File: src/sfc_pkg.sv
// Shared types and constants of the sphere/frustum culling block.
// Depends on nothing; used by sfc_cell and sphere_frustum_cull.
package sfc_pkg;

    // Field widths
    localparam int PLANE_COUNT = 6;
    localparam int COEF_W      = 16;   // signed Q7.8 plane coefficient
    localparam int POS_W       = 24;   // signed Q15.8 coordinate
    localparam int RAD_W       = 23;   // unsigned Q15.8 radius
    localparam int PROD_W      = COEF_W + POS_W;       // one product, Q23.16
    localparam int BIAS_W      = RAD_W + 2;            // d + radius, Q.8
    localparam int FRAC_W      = 8;                    // scale of d and radius to Q.16
    localparam int SUM_W       = PROD_W + 2;           // exact plane value plus radius
    localparam int PLANE_W     = 3;
    localparam int CFG_IDX_W   = 3;
    localparam int CFG_DATA_W  = 4 * COEF_W;

    // Configuration register indexes, also the plane numbers reported
    typedef enum logic [CFG_IDX_W-1:0] {
        PLANE_LEFT   = 3'd0,
        PLANE_RIGHT  = 3'd1,
        PLANE_BOTTOM = 3'd2,
        PLANE_TOP    = 3'd3,
        PLANE_NEAR   = 3'd4,
        PLANE_FAR    = 3'd5
    } plane_reg_t;

    // Input item
    typedef struct packed {
        logic signed [POS_W-1:0] pos_x;
        logic signed [POS_W-1:0] pos_y;
        logic signed [POS_W-1:0] pos_z;
        logic [RAD_W-1:0]        radius;
    } in_item_t;

    // Result item
    typedef struct packed {
        logic               inside_res;
        logic [PLANE_W-1:0] reject_plane;
    } out_item_t;

    // What moves from one cell to the next each cycle
    typedef struct packed {
        logic               valid;
        logic               rejected;
        logic [PLANE_W-1:0] plane;
        in_item_t           item;
    } cell_bus_t;

    // Register write as seen by every cell
    typedef struct packed {
        logic                  we;
        logic [CFG_IDX_W-1:0]  index;
        logic [CFG_DATA_W-1:0] data;
    } cfg_wr_t;

endpackage

File: src/sfc_cell.sv
// One plane of the culling chain: holds that plane's coefficients and tests
// the passing item in two register stages. Depends on sfc_pkg.
module sfc_cell #(
    parameter sfc_pkg::plane_reg_t PLANE_IDX = sfc_pkg::PLANE_LEFT
) (
    input  logic               clk,
    input  logic               rst_n,
    input  sfc_pkg::cfg_wr_t   cfg,
    input  sfc_pkg::cell_bus_t bus_in,
    output sfc_pkg::cell_bus_t bus_out
);

    logic [sfc_pkg::CFG_DATA_W-1:0] coef_reg;

    logic signed [sfc_pkg::COEF_W-1:0] coef_a;
    logic signed [sfc_pkg::COEF_W-1:0] coef_b;
    logic signed [sfc_pkg::COEF_W-1:0] coef_c;
    logic signed [sfc_pkg::COEF_W-1:0] coef_d;

    // Stage A registers
    logic                               a_valid_reg;
    sfc_pkg::cell_bus_t                 a_bus_reg;
    logic signed [sfc_pkg::PROD_W-1:0]  prod_x_reg, prod_x_next;
    logic signed [sfc_pkg::PROD_W-1:0]  prod_y_reg, prod_y_next;
    logic signed [sfc_pkg::PROD_W-1:0]  prod_z_reg, prod_z_next;
    logic signed [sfc_pkg::BIAS_W-1:0]  bias_reg, bias_next;

    // Stage B registers
    logic                               b_valid_reg;
    sfc_pkg::cell_bus_t                 b_bus_reg, b_bus_next;
    logic signed [sfc_pkg::SUM_W-1:0]   sum;
    logic                               hit;

    // Coefficient register; the user must write it only while the block is idle, which the block does not enforce
    always_ff @(posedge clk or negedge rst_n)
    begin
        if (!rst_n)
        begin
            coef_reg <= '0;
        end
        else if (cfg.we && (cfg.index == PLANE_IDX))
        begin
            coef_reg <= cfg.data;
        end
    end

    assign coef_a = coef_reg[1*sfc_pkg::COEF_W-1:0*sfc_pkg::COEF_W];
    assign coef_b = coef_reg[2*sfc_pkg::COEF_W-1:1*sfc_pkg::COEF_W];
    assign coef_c = coef_reg[3*sfc_pkg::COEF_W-1:2*sfc_pkg::COEF_W];
    assign coef_d = coef_reg[4*sfc_pkg::COEF_W-1:3*sfc_pkg::COEF_W];

    // Stage A: three products, d + radius in Q.8
    always_comb
    begin
        prod_x_next = coef_a * bus_in.item.pos_x;
        prod_y_next = coef_b * bus_in.item.pos_y;
        prod_z_next = coef_c * bus_in.item.pos_z;
        bias_next   = {{(sfc_pkg::BIAS_W-sfc_pkg::COEF_W){coef_d[sfc_pkg::COEF_W-1]}}, coef_d}
                    + {2'b00, bus_in.item.radius};
    end

    // Stage B: s + r <= 0 rejects; the first rejecting plane is kept
    always_comb
    begin
        sum = {{(sfc_pkg::SUM_W-sfc_pkg::PROD_W){prod_x_reg[sfc_pkg::PROD_W-1]}}, prod_x_reg}
            + {{(sfc_pkg::SUM_W-sfc_pkg::PROD_W){prod_y_reg[sfc_pkg::PROD_W-1]}}, prod_y_reg}
            + {{(sfc_pkg::SUM_W-sfc_pkg::PROD_W){prod_z_reg[sfc_pkg::PROD_W-1]}}, prod_z_reg}
            + {{(sfc_pkg::SUM_W-sfc_pkg::BIAS_W-sfc_pkg::FRAC_W){bias_reg[sfc_pkg::BIAS_W-1]}},
               bias_reg, {sfc_pkg::FRAC_W{1'b0}}};
        hit = sum[sfc_pkg::SUM_W-1] || (sum == '0);

        b_bus_next       = a_bus_reg;
        b_bus_next.valid = a_valid_reg;
        if (!a_bus_reg.rejected && hit)
        begin
            b_bus_next.rejected = 1'b1;
            b_bus_next.plane    = PLANE_IDX;
        end
    end

    // Valid bits
    always_ff @(posedge clk or negedge rst_n)
    begin
        if (!rst_n)
        begin
            a_valid_reg <= 1'b0;
            b_valid_reg <= 1'b0;
        end
        else
        begin
            a_valid_reg <= bus_in.valid;
            b_valid_reg <= a_valid_reg;
        end
    end

    // Payload, no reset
    always_ff @(posedge clk)
    begin
        a_bus_reg  <= bus_in;
        prod_x_reg <= prod_x_next;
        prod_y_reg <= prod_y_next;
        prod_z_reg <= prod_z_next;
        bias_reg   <= bias_next;
        b_bus_reg  <= b_bus_next;
    end

    always_comb
    begin
        bus_out       = b_bus_reg;
        bus_out.valid = b_valid_reg;
    end

endmodule

File: config.mk
export PLATFORM = sky130hd
export DESIGN_NAME = sfc_cell
export DESIGN_NICKNAME = d
export VERILOG_FILES = /design/src/sfc_pkg.sv /design/src/sfc_cell.sv
export SDC_FILE = /design/constraint.sdc
export NUM_CORES = 2
export LEC_CHECK = 0
export ABC_AREA = 1
export BUFFER_PORTS_ARGS = -buffer_cell sky130_fd_sc_hd__buf_2
export CELL_PAD_IN_SITES_DETAIL_PLACEMENT = 1
export CELL_PAD_IN_SITES_GLOBAL_PLACEMENT = 2
export CORE_MARGIN = 2
export CORE_UTILIZATION = 43
export DETAILED_ROUTE_END_ITERATION = 6
export PLACE_DENSITY_LB_ADDON = 0.1
export SLEW_MARGIN = 20
export SYNTH_ARGS = -nofsm -noshare
export SYNTH_HDL_FRONTEND = slang
export SYNTH_SLANG_ARGS = --single-unit
File: constraint.sdc
create_clock -name clk -period 9.9 [get_ports clk]
set_input_delay 1.98 -clock clk [delete_from_list [all_inputs] [get_ports clk]]
set_output_delay 1.98 -clock clk [all_outputs]
set_load 0.05 [all_outputs]
==> out/results.ini <==
[status]
outcome=complete, no violations

[finish]
layoutNonFillerInstCount=8829
areaGrowthSynthToFinish_pct=7.86
final_nets=8750
final_layout_size_suffix_gt1_frac=0.0744
antenna_cells=0
fill_cells=16071

[critical_path]
start_kind=input pin
reg2reg_depth=18
r2r_end=prod_x_reg[38]
cp_max_fo=17
endpoint_kind=register
reg2reg_setup_slack_ps=1910
worstSetupPathType=input pin to register
r2r_start=coef_reg[1]
critPathRequiredTime_ps=10470
critical_path_arrival_ps=9090

[cts]
clkTransAtPathRegs_ps=60
cts-root-buf=clkbuf_16
cts_resized=0
htreeDepth=2
post_cts_buffers=0
clockBufferDepth=3
numCtsBuffers=50
insertion_delay_ps=660
cts.sinks=409
cts_tree=yes
ctsHoldBuffers=0

[timing]
finClkSkew_ps=26.6
rsz0062_at_grt=no
timing.hold.ws_ps=321
slew_headroom=0.237
max_freq_mhz=117
setup_ws_ps=1380
setup_tns_ps=0
period_share=0.861
slew_viol_final=0
setup_viol=0
worst_slew_pin_slew_ps=1150
hold_viol=0
period_needed_ps=8520

[detailed_routing]
wl_um=171000
final_antenna_net_count=0
vias=42940
wl_per_cell_um=19.4
dr.pass1.iters=5
drc=0
drt-vias-per-instance=4.86
drt_iter0_drc=2159

[grt]
grt_use_total=0.258
grt_max_degree=42
grt_pass1_vias=47958
overflow=0
grt_pass1_wl_um=274000
grt_antenna_before_repair=2

[synth]
ys_seq_area_frac=0.147
yosys_warnings=0
async_reset_ff_frac=0.161
syn_area_mm2=0.0581
synth_ff_type=dfxtp_1
synth_cells=6933
syn-num-nets=8664
synth_edf_count=0
synth.distinct_cells=51
synth.avg_cell_area_um2=8.38
synth_seq_cells=409

[die]
coreArea_mm2=0.134
dieArea_mm2=0.138
initial_core_util=0.434
die_h_um=372
pin_count=270
rows=134
fp.dieW_um=372

[placement]
place_ws_ps=846
routabilityCongestion=0.867
hpwl_um=146000
dp.cells=8735
numPortBuffers=269

[hold_path]
worstHoldStart=a_bus_reg[27]
hold_path_class=register to register
hold_end=bus_out[27]
hold_depth=0

[run]
maxCapViolCount=0

[critical path, cell delays in order]
cell and delay, ps:
buf_2 340, nand2_1 170, inv_1 180, fa_1 510, fa_1 810, inv_1 190, fa_1 510, fa_1 570
fa_1 430, fa_1 490, inv_1 40, ha_1 410, inv_1 90, nor3_1 270, nand2_1 150, nor4_1 830
o21ai_0 640, nand3_1 290, xor2_1 150
[cell usage after synthesis, types with 66 or more instances]
| cell type | number | area [um^2] |
|---|---|---|
| dfrtp_1 | 66 | 1650 |
| fa_1 | 1197 | 24000 |
| nand3_1 | 92 | 460 |
| xor2_1 | 105 | 920 |
| ha_1 | 364 | 4550 |
| nand2_1 | 1639 | 6150 |
| clkbuf_1 | 263 | 987 |
| a21oi_1 | 183 | 916 |
| nor2_1 | 241 | 905 |
| inv_1 | 2021 | 7590 |
| xnor2_1 | 67 | 587 |
| dfxtp_1 | 343 | 6870 |
[per-layer routing]
metal,up-vias,track usage,part of all wire
met5,-,0,0
met4,0,0.0602,0.024
met3,155,0.0230,0.031
met2,656,0.441,0.49
met1,22312,0.356,0.46
li1,19817,-,-
[layout make-up]
type                    instances  area [um^2]  area share
well taps                    1768         2210      0.0353
repair buffers                310         1660      0.0264
flip-flops and latches        409         8520       0.136
clock inverters                26          295     0.00471
inverters                    2023         7590       0.121
multi-input cells            4225        41000       0.654
clock buffers                  68         1430      0.0229
[how the worst max path moves through the flow]
stage	cells after the start	slack (ps)	from	end
3_3_place_gp	19	780	bus_in[94]	prod_x_reg[38]
4_1_cts	19	1500	bus_in[94]	prod_x_reg[38]
2_1_floorplan	27	2490	bus_in[37]	prod_z_reg[32]
3_5_place_dp	19	850	bus_in[94]	prod_x_reg[38]
5_1_grt	19	1070	bus_in[94]	prod_x_reg[38]
6_report	19	1380	bus_in[94]	prod_x_reg[38]
[cell families after synthesis]
logic type	after synthesis	synth area share
AO/OA/AOI/OAI	356	0.0355
flip-flops	409	0.147
AND/OR/NAND/NOR	2076	0.141
buffers and inverters	2299	0.149
adder cells (fa/ha/maj)	1561	0.491
XOR/XNOR	172	0.0259
multiplexers	60	0.0116
[cells in the final DEF, fill, tap and decap left out, types with 60 or more instances in the layout]
master	instances
ha_1	364
nand2_1	1638
buf_2	268
inv_1	2021
xor2_1	105
dfxtp_1	343
mux2_2	60
nor2_1	241
a21oi_1	183
nand3_1	92
dfrtp_1	62
xnor2_1	67
fa_1	1197
[metrics by stage]
stage,utilization,area [um^2]
floorplan,-,58100
detailed placement,0.456,60900
global route,0.468,62700
global placement,0.456,60900
CTS,0.468,62700
finish,0.468,62700
Power is not shown: default switching activity piles up to over one toggle a cycle in this logic, so the estimate is an artifact.
